`config.mk`:
```
export PLATFORM = sky130hd
export DESIGN_NAME = speck128_block_cipher_top
export DESIGN_NICKNAME = d
export VERILOG_FILES = /design/src/rtl/spk128_pkg.sv /design/src/rtl/spk128_ram.sv /design/src/rtl/spk128_datapath.sv /design/src/rtl/spk128_ctrl.sv /design/src/rtl/speck128_block_cipher_top.sv
export VERILOG_INCLUDE_DIRS = /design/src /design/src/rtl
export SDC_FILE = /design/constraint.sdc
export NUM_CORES = 2
export LEC_CHECK = 0
export ABC_AREA = 1
export BUFFER_PORTS_ARGS = -buffer_cell sky130_fd_sc_hd__buf_2
export CAP_MARGIN = 25
export CORE_MARGIN = 2
export CORE_UTILIZATION = 30
export CTS_CLUSTER_DIAMETER = 100
export DETAILED_ROUTE_END_ITERATION = 10
export PLACE_DENSITY = 0.5
export SLEW_MARGIN = 20
export SYNTH_ARGS = -nofsm -noshare
export SYNTH_HDL_FRONTEND = slang
export SYNTH_SLANG_ARGS = --single-unit
```
`constraint.sdc`:
```
create_clock -name clk_i -period 9.7 [get_ports clk_i]
set_clock_uncertainty 0.15 [all_clocks]
set_input_delay 2.425 -clock clk_i [delete_from_list [all_inputs] [get_ports clk_i]]
set_output_delay 2.425 -clock clk_i [all_outputs]
set_load 0.005 [all_outputs]
```
`src/rtl/speck128_block_cipher_top_assert.svh`:
```
// ----------------------------------------------------------------------------
// Speck128 assertion macros
// Shorthand for clocked assertions that are disabled during reset.
// ----------------------------------------------------------------------------
`ifndef SPECK128_BLOCK_CIPHER_TOP_ASSERT_SVH
`define SPECK128_BLOCK_CIPHER_TOP_ASSERT_SVH

// The consequent must hold in the same cycle as the antecedent.
`define SPK_ASSERT_SAME(label, ante, cons, msg) \
  label: assert property (@(posedge clk_i) disable iff (!rst_ni) (ante) |-> (cons)) \
    else $error(msg);

// The consequent must hold in the cycle after the antecedent.
`define SPK_ASSERT_NEXT(label, ante, cons, msg) \
  label: assert property (@(posedge clk_i) disable iff (!rst_ni) (ante) |=> (cons)) \
    else $error(msg);

`endif

```
`src/rtl/spk128_pkg.sv`:
```
// ----------------------------------------------------------------------------
// Speck128 package
// Widths, register indexes, item types and controller commands.
// ----------------------------------------------------------------------------
`timescale 1ns / 1ps

package spk128_pkg;

  localparam int WORD_W            = 64;
  localparam int ROUNDS_DEFAULT    = 34;
  localparam int KEY_WORDS_DEFAULT = 4;
  localparam int ROUND_BASE        = 32;
  localparam int KEY_WORDS_BASE    = 2;
  localparam int KEY_REG_COUNT     = 4;
  localparam int KEY_SIZE_W        = 2;
  localparam int CFG_IDX_W         = 3;
  localparam int ROT_X             = 8;
  localparam int ROT_Y             = 3;

  localparam logic [KEY_SIZE_W-1:0] KEY_SIZE_MAX = 2'd2;

  localparam logic [CFG_IDX_W-1:0] REG_KEY_SIZE  = 3'd0;
  localparam logic [CFG_IDX_W-1:0] REG_KEY_WORD0 = 3'd1;
  localparam logic [CFG_IDX_W-1:0] REG_KEY_WORD1 = 3'd2;
  localparam logic [CFG_IDX_W-1:0] REG_KEY_WORD2 = 3'd3;
  localparam logic [CFG_IDX_W-1:0] REG_KEY_WORD3 = 3'd4;

  typedef struct packed {
    logic              op;
    logic [WORD_W-1:0] block_low;
    logic [WORD_W-1:0] block_high;
  } in_item_t;

  typedef struct packed {
    logic [WORD_W-1:0] result_low;
    logic [WORD_W-1:0] result_high;
  } out_item_t;

  typedef struct packed {
    logic key_load;
    logic key_step;
    logic load_blk;
    logic round_en;
    logic dec;
  } dp_cmd_t;

endpackage

```
`src/rtl/spk128_ram.sv`:
```
// ----------------------------------------------------------------------------
// Speck128 generic RAM
// Single write port and single read port with a registered read.
// ----------------------------------------------------------------------------
`timescale 1ns / 1ps

module spk128_ram #(
  parameter int WIDTH = 64,
  parameter int DEPTH = 34
) (
  input  logic                     clk_i,
  input  logic                     we_i,
  input  logic [$clog2(DEPTH)-1:0] waddr_i,
  input  logic [WIDTH-1:0]         wdata_i,
  input  logic [$clog2(DEPTH)-1:0] raddr_i,
  output logic [WIDTH-1:0]         rdata_o
);

  logic [WIDTH-1:0] mem_q [DEPTH];
  logic [WIDTH-1:0] rdata_q;

  always_ff @(posedge clk_i) begin
    if (we_i) begin
      mem_q[waddr_i] <= wdata_i;
    end
    rdata_q <= mem_q[raddr_i];
  end

  assign rdata_o = rdata_q;

endmodule

```
`src/rtl/spk128_datapath.sv`:
```
// ----------------------------------------------------------------------------
// Speck128 datapath
// Key registers, key schedule words, round-key RAM and the block round unit.
// ----------------------------------------------------------------------------
`timescale 1ns / 1ps

module spk128_datapath #(
  parameter int MAX_ROUNDS          = spk128_pkg::ROUNDS_DEFAULT,
  parameter int MAX_KEY_WORDS_COUNT = spk128_pkg::KEY_WORDS_DEFAULT
) (
  input  logic                                clk_i,
  input  logic                                rst_ni,
  input  logic                                cfg_we_i,
  input  logic [spk128_pkg::CFG_IDX_W-1:0]    cfg_idx_i,
  input  logic [spk128_pkg::WORD_W-1:0]       cfg_wdata_i,
  input  spk128_pkg::dp_cmd_t                 cmd_i,
  input  logic [$clog2(MAX_ROUNDS)-1:0]       rd_addr_i,
  input  logic [$clog2(MAX_ROUNDS+1)-1:0]     key_idx_i,
  input  spk128_pkg::in_item_t                blk_i,
  output logic [spk128_pkg::KEY_SIZE_W-1:0]   key_sel_o,
  output spk128_pkg::out_item_t               result_o
);

  import spk128_pkg::*;

  localparam int ADDR_W = $clog2(MAX_ROUNDS);
  localparam int CNT_W  = $clog2(MAX_ROUNDS + 1);
  localparam int WRD_W  = $clog2(MAX_KEY_WORDS_COUNT + 1);

  function automatic logic [WORD_W-1:0] rotr(input logic [WORD_W-1:0] v, input int n);
    rotr = (v >> n) | (v << (WORD_W - n));
  endfunction

  function automatic logic [WORD_W-1:0] rotl(input logic [WORD_W-1:0] v, input int n);
    rotl = (v << n) | (v >> (WORD_W - n));
  endfunction

  logic [KEY_SIZE_W-1:0] ks_q;
  logic [WORD_W-1:0]     kw_q [KEY_REG_COUNT];
  logic [KEY_SIZE_W-1:0] key_sel;
  logic [WRD_W-1:0]      words;
  logic [WORD_W-1:0]     w_q [MAX_KEY_WORDS_COUNT];
  logic [WORD_W-1:0]     w_d [MAX_KEY_WORDS_COUNT];
  logic [WORD_W-1:0]     w_shift [MAX_KEY_WORDS_COUNT];
  logic [WORD_W-1:0]     ka;
  logic [WORD_W-1:0]     kb;
  logic [CNT_W-1:0]      kidx_inc;
  logic                  ram_we;
  logic [ADDR_W-1:0]     ram_waddr;
  logic [WORD_W-1:0]     ram_wdata;
  logic [WORD_W-1:0]     rk;
  logic [WORD_W-1:0]     x_q, x_d, y_q, y_d;
  logic [WORD_W-1:0]     xe, ye, xd, yd;

  always_ff @(posedge clk_i or negedge rst_ni) begin
    if (!rst_ni) begin
      ks_q <= '0;
      for (int i = 0; i < KEY_REG_COUNT; i++) begin
        kw_q[i] <= '0;
      end
    end else if (cfg_we_i) begin
      unique case (cfg_idx_i)
        REG_KEY_SIZE:  ks_q    <= cfg_wdata_i[KEY_SIZE_W-1:0];
        REG_KEY_WORD0: kw_q[0] <= cfg_wdata_i;
        REG_KEY_WORD1: kw_q[1] <= cfg_wdata_i;
        REG_KEY_WORD2: kw_q[2] <= cfg_wdata_i;
        REG_KEY_WORD3: kw_q[3] <= cfg_wdata_i;
        default: begin
        end
      endcase
    end
  end

  assign key_sel   = (ks_q > KEY_SIZE_MAX) ? KEY_SIZE_MAX : ks_q;
  assign key_sel_o = key_sel;

  always_comb begin
    if (KEY_WORDS_BASE + int'(key_sel) > MAX_KEY_WORDS_COUNT) begin
      words = WRD_W'(MAX_KEY_WORDS_COUNT);
    end else begin
      words = WRD_W'(KEY_WORDS_BASE + int'(key_sel));
    end
  end

  // One key schedule round, with the round index as the key.
  assign ka = (rotr(w_q[1], ROT_X) + w_q[0]) ^ {{(WORD_W-CNT_W){1'b0}}, key_idx_i};
  assign kb = rotl(w_q[0], ROT_Y) ^ ka;

  assign w_shift[0] = kb;
  for (genvar j = 1; j < MAX_KEY_WORDS_COUNT; j++) begin : g_shift
    if (j < MAX_KEY_WORDS_COUNT - 1) begin : g_mid
      assign w_shift[j] = (WRD_W'(j + 1) == words) ? ka :
                          (WRD_W'(j + 1) <  words) ? w_q[j+1] : w_q[j];
    end else begin : g_last
      assign w_shift[j] = (WRD_W'(j + 1) == words) ? ka : w_q[j];
    end
  end

  for (genvar j = 0; j < MAX_KEY_WORDS_COUNT; j++) begin : g_wnext
    assign w_d[j] = cmd_i.key_load ? kw_q[j] :
                    cmd_i.key_step ? w_shift[j] : w_q[j];
  end

  always_ff @(posedge clk_i) begin
    for (int i = 0; i < MAX_KEY_WORDS_COUNT; i++) begin
      w_q[i] <= w_d[i];
    end
  end

  assign kidx_inc  = key_idx_i + CNT_W'(1);
  assign ram_we    = cmd_i.key_load | cmd_i.key_step;
  assign ram_waddr = cmd_i.key_load ? '0 : kidx_inc[ADDR_W-1:0];
  assign ram_wdata = cmd_i.key_load ? kw_q[0] : kb;

  spk128_ram #(
    .WIDTH(WORD_W),
    .DEPTH(MAX_ROUNDS)
  ) u_rk_ram (
    .clk_i  (clk_i),
    .we_i   (ram_we),
    .waddr_i(ram_waddr),
    .wdata_i(ram_wdata),
    .raddr_i(rd_addr_i),
    .rdata_o(rk)
  );

  assign xe = (rotr(x_q, ROT_X) + y_q) ^ rk;
  assign ye = rotl(y_q, ROT_Y) ^ xe;
  assign yd = rotr(y_q ^ x_q, ROT_Y);
  assign xd = rotl((x_q ^ rk) - yd, ROT_X);

  always_comb begin
    x_d = x_q;
    y_d = y_q;
    if (cmd_i.load_blk) begin
      x_d = blk_i.block_high;
      y_d = blk_i.block_low;
    end else if (cmd_i.round_en) begin
      x_d = cmd_i.dec ? xd : xe;
      y_d = cmd_i.dec ? yd : ye;
    end
  end

  always_ff @(posedge clk_i) begin
    x_q <= x_d;
    y_q <= y_d;
  end

  assign result_o.result_low  = y_q;
  assign result_o.result_high = x_q;

endmodule

```
`src/rtl/spk128_ctrl.sv`:
```
// ----------------------------------------------------------------------------
// Speck128 controller
// Sequences key expansion after reset and key writes, and the block rounds.
// ----------------------------------------------------------------------------
`timescale 1ns / 1ps
`include "speck128_block_cipher_top_assert.svh"

module spk128_ctrl #(
  parameter int MAX_ROUNDS = spk128_pkg::ROUNDS_DEFAULT
) (
  input  logic                              clk_i,
  input  logic                              rst_ni,
  input  logic                              start_i,
  input  logic                              op_i,
  input  logic                              cfg_we_i,
  input  logic [spk128_pkg::CFG_IDX_W-1:0]  cfg_idx_i,
  input  logic [spk128_pkg::KEY_SIZE_W-1:0] key_sel_i,
  output logic                              busy_o,
  output logic                              done_o,
  output spk128_pkg::dp_cmd_t               cmd_o,
  output logic [$clog2(MAX_ROUNDS)-1:0]     rd_addr_o,
  output logic [$clog2(MAX_ROUNDS+1)-1:0]   key_idx_o
);

  import spk128_pkg::*;

  localparam int ADDR_W = $clog2(MAX_ROUNDS);
  localparam int CNT_W  = $clog2(MAX_ROUNDS + 1);

  localparam logic [1:0] ST_KLOAD = 2'd0;
  localparam logic [1:0] ST_KEXP  = 2'd1;
  localparam logic [1:0] ST_IDLE  = 2'd2;
  localparam logic [1:0] ST_RUN   = 2'd3;

  logic [1:0]       state_q, state_d;
  logic [CNT_W-1:0] idx_q, idx_d;
  logic             dec_q, dec_d;
  logic             done_q, done_d;
  logic [CNT_W-1:0] rounds;
  logic [CNT_W-1:0] rounds_m1;
  logic [CNT_W-1:0] rounds_m2;
  logic             cfg_hit;
  logic             last;

  always_comb begin
    if (ROUND_BASE + int'(key_sel_i) > MAX_ROUNDS) begin
      rounds = CNT_W'(MAX_ROUNDS);
    end else begin
      rounds = CNT_W'(ROUND_BASE + int'(key_sel_i));
    end
  end

  assign rounds_m1 = rounds - CNT_W'(1);
  assign rounds_m2 = rounds - CNT_W'(2);
  assign cfg_hit   = cfg_we_i && (cfg_idx_i <= REG_KEY_WORD3);
  assign last      = dec_q ? (idx_q == '0) : (idx_q == rounds_m1);

  always_comb begin
    state_d   = state_q;
    idx_d     = idx_q;
    dec_d     = dec_q;
    done_d    = 1'b0;
    cmd_o     = '0;
    rd_addr_o = idx_q[ADDR_W-1:0];
    unique case (state_q)
      ST_KLOAD: begin
        cmd_o.key_load = 1'b1;
        idx_d          = '0;
        state_d        = ST_KEXP;
      end
      ST_KEXP: begin
        cmd_o.key_step = 1'b1;
        if (idx_q == rounds_m2) begin
          state_d = ST_IDLE;
        end else begin
          idx_d = idx_q + CNT_W'(1);
        end
      end
      ST_IDLE: begin
        if (start_i) begin
          cmd_o.load_blk = 1'b1;
          dec_d          = op_i;
          idx_d          = op_i ? rounds_m1 : '0;
          rd_addr_o      = idx_d[ADDR_W-1:0];
          state_d        = ST_RUN;
        end
      end
      ST_RUN: begin
        cmd_o.round_en = 1'b1;
        cmd_o.dec      = dec_q;
        if (last) begin
          done_d  = 1'b1;
          state_d = ST_IDLE;
        end else begin
          idx_d     = dec_q ? (idx_q - CNT_W'(1)) : (idx_q + CNT_W'(1));
          rd_addr_o = idx_d[ADDR_W-1:0];
        end
      end
    endcase
    if (cfg_hit) begin
      state_d = ST_KLOAD;
    end
  end

  always_ff @(posedge clk_i or negedge rst_ni) begin
    if (!rst_ni) begin
      state_q <= ST_KLOAD;
      idx_q   <= '0;
      dec_q   <= 1'b0;
      done_q  <= 1'b0;
    end else begin
      state_q <= state_d;
      idx_q   <= idx_d;
      dec_q   <= dec_d;
      done_q  <= done_d;
    end
  end

  assign busy_o    = (state_q != ST_IDLE);
  assign done_o    = done_q;
  assign key_idx_o = idx_q;

  `SPK_ASSERT_SAME(a_run_idx_range, state_q == ST_RUN, idx_q < rounds, "round index out of range")
  `SPK_ASSERT_SAME(a_kexp_idx_range, state_q == ST_KEXP, idx_q <= rounds_m2, "key step overrun")
  `SPK_ASSERT_SAME(a_done_after_run, done_q, $past(state_q) == ST_RUN, "result without rounds")
  `SPK_ASSERT_NEXT(a_start_runs, state_q == ST_IDLE && start_i && !cfg_hit, state_q == ST_RUN, "item not started")

endmodule

```
`src/rtl/speck128_block_cipher_top.sv`:
```
// ----------------------------------------------------------------------------
// Speck128 block cipher top level
// Each item runs R rounds, where R is 32, 33 or 34 for 128, 192 or 256-bit keys,
// and its result shows with result_valid high for one cycle.
// A new item is taken only once the last one's rounds are done; the single round unit
// runs one round per cycle off the registered read of the round-key RAM.
// Reset, and every key register write, runs key expansion with busy
// high; no item is accepted until it ends.
// ----------------------------------------------------------------------------
`timescale 1ns / 1ps

module speck128_block_cipher_top #(
  parameter int MAX_ROUNDS          = spk128_pkg::ROUNDS_DEFAULT,
  parameter int MAX_KEY_WORDS_COUNT = spk128_pkg::KEY_WORDS_DEFAULT
) (
  input  logic                             clk_i,
  input  logic                             rst_ni,
  input  logic                             start_i,
  output logic                             busy_o,
  input  spk128_pkg::in_item_t             in_item_i,
  output logic                             result_valid_o,
  output spk128_pkg::out_item_t            result_o,
  input  logic                             cfg_we_i,
  input  logic [spk128_pkg::CFG_IDX_W-1:0] cfg_idx_i,
  input  logic [spk128_pkg::WORD_W-1:0]    cfg_wdata_i
);

  import spk128_pkg::*;

  localparam int ADDR_W = $clog2(MAX_ROUNDS);
  localparam int CNT_W  = $clog2(MAX_ROUNDS + 1);

  dp_cmd_t               cmd;
  logic [ADDR_W-1:0]     rd_addr;
  logic [CNT_W-1:0]      key_idx;
  logic [KEY_SIZE_W-1:0] key_sel;

  spk128_ctrl #(
    .MAX_ROUNDS(MAX_ROUNDS)
  ) u_ctrl (
    .clk_i    (clk_i),
    .rst_ni   (rst_ni),
    .start_i  (start_i),
    .op_i     (in_item_i.op),
    .cfg_we_i (cfg_we_i),
    .cfg_idx_i(cfg_idx_i),
    .key_sel_i(key_sel),
    .busy_o   (busy_o),
    .done_o   (result_valid_o),
    .cmd_o    (cmd),
    .rd_addr_o(rd_addr),
    .key_idx_o(key_idx)
  );

  spk128_datapath #(
    .MAX_ROUNDS         (MAX_ROUNDS),
    .MAX_KEY_WORDS_COUNT(MAX_KEY_WORDS_COUNT)
  ) u_datapath (
    .clk_i      (clk_i),
    .rst_ni     (rst_ni),
    .cfg_we_i   (cfg_we_i),
    .cfg_idx_i  (cfg_idx_i),
    .cfg_wdata_i(cfg_wdata_i),
    .cmd_i      (cmd),
    .rd_addr_i  (rd_addr),
    .key_idx_i  (key_idx),
    .blk_i      (in_item_i),
    .key_sel_o  (key_sel),
    .result_o   (result_o)
  );

endmodule
```
== After elaboration in Yosys (flattened, before gate mapping) ==
Memory sizes are Yosys's and may differ from the RTL's. A register that Yosys moved wholly into a read port is not among the register bits.
Index checks and enable logic that the tools add are counted.
Operators by class
  multiplexer cells: 46
  magnitude comparators: 6
  eq/ne operators: 17
  bitwise gates (word level): 13
  reduce and logical (&&, ||, !) cells: 12
  add/sub/neg operators: 9
Operator list (count)
  64-bit 2-to-1 mux: 20
  64-bit XOR: 5
  64-bit adder: 2
  56-bit by 64-bit OR with 64-bit output: 2
  64-bit by 3-bit OR with 64-bit output: 2
  61-bit by 64-bit OR with 64-bit output: 1
  64-bit by 8-bit OR with 64-bit output: 1
  64-bit subtractor: 1
  64-bit by 6-bit XOR with 64-bit output: 1
  6-bit 2-to-1 mux: 7
  32-bit by 4-bit greater-than comparator with 1-bit output (second input constant): 1
  6-bit one-hot mux with 4 select lines: 1
  6-bit == test: 2
  2-bit 2-to-1 mux: 6
  6-bit one-hot mux with 2 select lines: 1
  2-bit AND reduction: 6
  6-bit by 1-bit subtractor with 6-bit output (second input constant): 2
  1-bit 2-to-1 mux: 9
  2-bit one-hot mux with 4 select lines: 1
  6-bit by 2-bit adder with 7-bit output (first input constant): 1
  7-bit by 6-bit greater-than comparator with 1-bit output (second input constant): 1
  6-bit by 1-bit adder with 6-bit output (second input constant): 1
  2-bit by 3-bit == test with 1-bit output (first input constant): 2
  3-bit by 2-bit == test with 1-bit output (second input constant): 2
  other kinds (21): 25
Word-level totals
  bits in registers: 396
  input bits: 200
  output and inout bits: 130
  logic and storage cells: 116
  memories kept: 2
  memory bits (writable): 2432
Memory list
  u_datapath.u_rk_ram.mem_q: depth 34, width 64, read ports 1, clocked after memory_dff 1, write ports 1, line spk128_ram.sv:19  | logic [WIDTH-1:0] mem_q [DEPTH];
  u_datapath.w_q: depth 4, width 64, read ports 4, clocked after memory_dff 0, write ports 4, line spk128_datapath.sv:42  | logic [WORD_W-1:0] w_q [MAX_KEY_WORDS_COUNT];

== Depth between registers and ports, before layout ==
  depth after elaboration: 11
  mapped depth: 24
  gate-level depth less buffers: 20

== By module ==
A second synthesis with hierarchy kept.
Second synthesis, totals
  cells, all modules: 14196
  area total of the unflattened synthesis: 136329.5 sq um
By module, submodules not included
  spk128_ram: cells an instance 7143, area each 88059.5 sq um, times used 1, sequential area each 66623.9 sq um
  spk128_datapath: cells an instance 6880, area each 47152.7 sq um, times used 1, sequential area each 17987.3 sq um
  spk128_ctrl: cells an instance 173, area each 1117.3 sq um, times used 1, sequential area each 250.2 sq um

== Least setup slack after synthesis ==
OpenSTA, ideal clock, no wires.
  kind: register to register
  from: reg u_datapath.ks_q[1] (netlist name)
  to: mem u_datapath.w_q[2][0] (enable)
  path buffers: 2
  clock period less this slack: 6440 ps
  path slack: 3260 ps
  data required time: 8975 ps
  data arrival time: 5715 ps
  cell stages (with the launch flop): 7
  setup time: 575 ps
  cell sequence: dfrtp_1 > inv_2 > nand2_2 > clkinv_1 > clkbuf_1 > clkbuf_1 > o21ai_0
RTL lines (line)
  end: declaration: spk128_datapath.sv:42

== Worst setup path after layout ==
  from: in start_i
  to: reg u_datapath.u_rk_ram.rdata_q[43] (netlist: u_datapath.u_rk_ram.rdata_o[43]) (read register of u_datapath.u_rk_ram.mem_q)
On the way
  longest elaborated chain between the ends: 2
RTL lines
  start: declaration: line speck128_block_cipher_top.sv:18  | input logic start_i,
  6-bit 2-to-1 mux
  6-bit one-hot mux with 2 select lines: line spk128_ctrl.sv:65  | unique case (state_q)
  end: declaration: line spk128_ram.sv:20  | logic [WIDTH-1:0] rdata_q;
No other way between the ends.
A chain may end at the register's enable or synchronous reset.

==> impl_metrics.py <==
metrics = {
    "status": {
        "outcome": "finished, final reports clean",
    },
    "clocking": {
        "cts_setup_buffers": 0,
        "cts_made_buffers": 327,
        "clkSinkCount": 2892,
        "ctsRootBufferMaster": "clkbuf_16",
        "clock_tree_from_tritoncts": "done",
        "cts_repair_resize_count": 0,
        "clk_latency_ps": 960,
        "cts_hold_buf": 0,
        "cts-root-to-sink-buffers": 4,
        "cts_htree_levels": 5,
        "path_clk_slew_ps": 60,
    },
    "floorplan": {
        "die_area_sq_mm": 0.4733,
        "core_area_sq_mm": 0.4667,
        "rows": 251,
        "die_width_um": 688.0,
        "chipHeight_um": 688.0,
        "design.portCount": 330,
        "initial_utilization_pct": 30.07,
    },
    "global_routing": {
        "grt_start_max_net_pins": 208,
        "grt_pass1_wl_mm": 744.8,
        "track_usage_pct": 21.45,
        "grt_overflow_total": 0,
        "grt_antenna_before_repair": 19,
        "first_global_vias": 100368,
    },
    "critical_path": {
        "critPathLaunchType": "input port",
        "crit_required_ps": 10410,
        "timing.setup.critical_path_class": "in2reg",
        "worst-path-max-fanout": 146,
        "worstPathArrival_ps": 6550,
        "crit_path_end_kind": "flip-flop",
    },
    "synthesis": {
        "synth-warning-count": 0,
        "dominantRegCellSynth": "edfxtp_1",
        "synthTopCellsByArea": "edfxtp_1 (55%), nand3_1 (8.7%), nand2_1 (7.6%)",
        "synth-edff-count": 2560,
        "syn_area_per_cell_sq_um": 9.824,
        "ys_seq_elements": 2892,
        "ys_async_sr_fraction_pct": 9.267,
        "synth_top_cells_by_count": "nand2_1 (2,831), edfxtp_1 (2,560), nand3_1 (2,447), inv_1 (1,768), o21ai_0 (891)",
        "post-synth-top-area-fraction_pct": 54.77,
        "share_of_synthesized_area_occupied_by_flip_flops_and_latches_pct": 60.46,
        "yosys.cell_count.top_type": "nand2_1",
        "syn_area_sq_mm": 0.1403,
        "syn-num-nets": 14680,
        "postSynthCellCount": 14286,
        "synth.lib_cells_used.distinct": 49,
        "yosys.area.top_type": "edfxtp_1",
    },
    "power_and_ir_drop": {
        "power.share.clock_pct": 25.2,
        "leakage_nw": 63.77,
        "finalPower_w": 0.04930,
        "powerDensity_mw_per_mm2": 307.4,
        "p_int_w": 0.03022,
        "switching_power_w": 0.01908,
        "power.share.combinational_pct": 34.1,
        "power.sequential.fraction_pct": 40.8,
        "max-vdd-ir-drop_mv": 0.2604,
        "swShare_pct": 38.71,
    },
    "timing": {
        "timing.final.setup_violations": 0,
        "final.min_clock_period_ps": 5844,
        "timing_worst_slew_pin_value_ps": 1211,
        "slew_headroom_pct": 19.24,
        "hold_ws_ps": 312.5,
        "totalNegativeSetupSlack_ps": 0,
        "final.period_utilization_pct": 60.25,
        "rsz_0062_raised_after_global_routing": "false",
        "finalMaxSlewViolations": 0,
        "max_freq_ghz": 0.1711,
        "final-hold-violation-count": 0,
    },
    "placed_design": {
        "place_congestion": 0.9573,
        "placed_area_sq_mm": 0.1495,
        "port_buffers": 329,
        "place.detailed.hpwl_mm": 311.9,
    },
    "final_layout": {
        "final_net_count": 14803,
        "post_route_cells_drive_above_1_share_pct": 8.161,
        "flow.area_growth_from_synthesis_pct": 14.28,
        "layout.cell_area.non_filler_sq_mm": 0.1604,
    },
    "worst_hold_path": {
        "hold_path.class": "reg2reg",
    },
    "detailed_routing": {
        "drt_iter0_markers": 11420,
        "remaining_drc_errors": 0,
        "antenna_violating_nets_post_route": 0,
        "detail_route.wl_per_cell_um": 25.22,
        "via_per_inst": 5.115,
        "totalWireLength_mm": 526.7,
        "vias": 106832,
        "drt_first_pass_iters": 6,
    },
    "flow_run": {
        "drv_cap": 0,
    },
}
cell type report:
class | count | area [sq um]
fillers | 47621 | 306300
flip-flops and latches | 2892 | 84860
multi-input cells | 8844 | 46150
clock buffers | 447 | 9016
well taps | 6198 | 7755
inverters | 1783 | 6750
repair buffers | 561 | 4204
clock inverters | 153 | 1642
diodes | 6 | 15.01
sequential cells by signal, indices dropped and copies added (netlist names):
| signal | count |
|---|---|
| u_datapath.u_rk_ram.mem_q | 2176 |
| u_datapath.kw_q | 256 |
| u_datapath.w_q | 256 |
| u_datapath.u_rk_ram.rdata_o | 64 |
| u_datapath.x_q | 64 |
| u_datapath.y_q | 64 |
| u_ctrl.key_idx_o | 6 |
| u_ctrl.state_q | 2 |
| u_datapath.ks_q | 2 |
| u_ctrl.dec_q | 1 |
| u_ctrl.done_o | 1 |
layout by cell type (no fill, tap or decap), types with 328 or more instances in the layout:
cell type  synthesis  routed
a21oi_1          398     395
buf_2            241     328
clkbuf_16          0     329
edfxtp_1        2560    2560
inv_1           1768    1763
nand2_1         2831    2830
nand3_1         2447    2444
nand3b_1         677     677
nor2_1           610     573
o21ai_0          891     858
cell families (layout without fill, tap and decap cells):
family                     count (synthesis)  count (layout)  share of synthesized area, %
AOI/OAI and AO/OA                       1582            1582                         6.125
xor gates and xnor gates                 364             364                         2.272
adders and majority gates                194             194                         1.746
buffers and inverters                   2550            2944                         7.252
DFF                                     2892            2892                         60.46
other                                      0               6                             0
and+or+nand+nor                         6704            6704                         22.14
per-stage QoR:
step	utilization, %	std cells	setup slack [ps]
finish	34.37	20884	3856
floorplan	-	14286	3260
global route	34.37	20880	3725
CTS	34.31	20867	3923
detailed placement	32.03	20267	2935
global placement	31.95	20253	2958
worst max-delay path: stages:
cell and delay (ps):
buf_2 140, nand2_2 60, buf_4 550, nor2_1 80, inv_1 120, nor2_1 50, inv_1 100, nand3_1 150
a21oi_4 170, buf_12 680, inv_8 410, buf_16 340, buf_12 280, nand3_1 220, nand3_1 90, nand3_1 150
nand3_1 80, nand2_1 90
power groups by stage:
stage / Sequential (W) / Clock, W / Combinational (W)
after floorplan: 0.0198 / 0 / 0.00930
after global placement: 0.0203 / 0 / 0.0163
after detailed placement: 0.0203 / 0 / 0.0164
after CTS: 0.0201 / 0.0126 / 0.0165
after global routing: 0.0202 / 0.0131 / 0.0182
final: 0.0201 / 0.0124 / 0.0168
layer usage:
metal | GRT usage, % | part of all wire (%) | vias to the layer above
met2 | 33.83 | 45 | 4135
met3 | 2.528 | 7.0 | 758
li1 | - | - | 48934
met5 | 0 | 0.0047 | -
met1 | 30.97 | 45 | 53001
met4 | 6.194 | 3.1 | 4
path summary, 6_finish.rpt:
kind | slack (ps) | startpoint | depth (start not counted) | endpoint
worst max register to register | 3980 | u_datapath.ks_q[1]$_DFFE_PN0P_ | 21 | u_datapath.u_rk_ram.rdata_o[43]$_DFF_P_
worst min-delay path | 310 | u_datapath.u_rk_ram.mem_q[32][41]$_DFFE_PP_ | 2 | u_datapath.u_rk_ram.rdata_o[41]$_DFF_P_
max in group asynchronous | 6480 | rst_ni | 2 | u_datapath.kw_q[201]$_DFFE_PN0P_
min in group asynchronous | 1440 | rst_ni | 1 | u_datapath.kw_q[41]$_DFFE_PN0P_
worst min register to register | 310 | u_datapath.u_rk_ram.mem_q[32][41]$_DFFE_PP_ | 2 | u_datapath.u_rk_ram.rdata_o[41]$_DFF_P_
worst max-delay path | 3860 | start_i | 18 | u_datapath.u_rk_ram.rdata_o[43]$_DFF_P_
(Power assumes the default switching activity.)
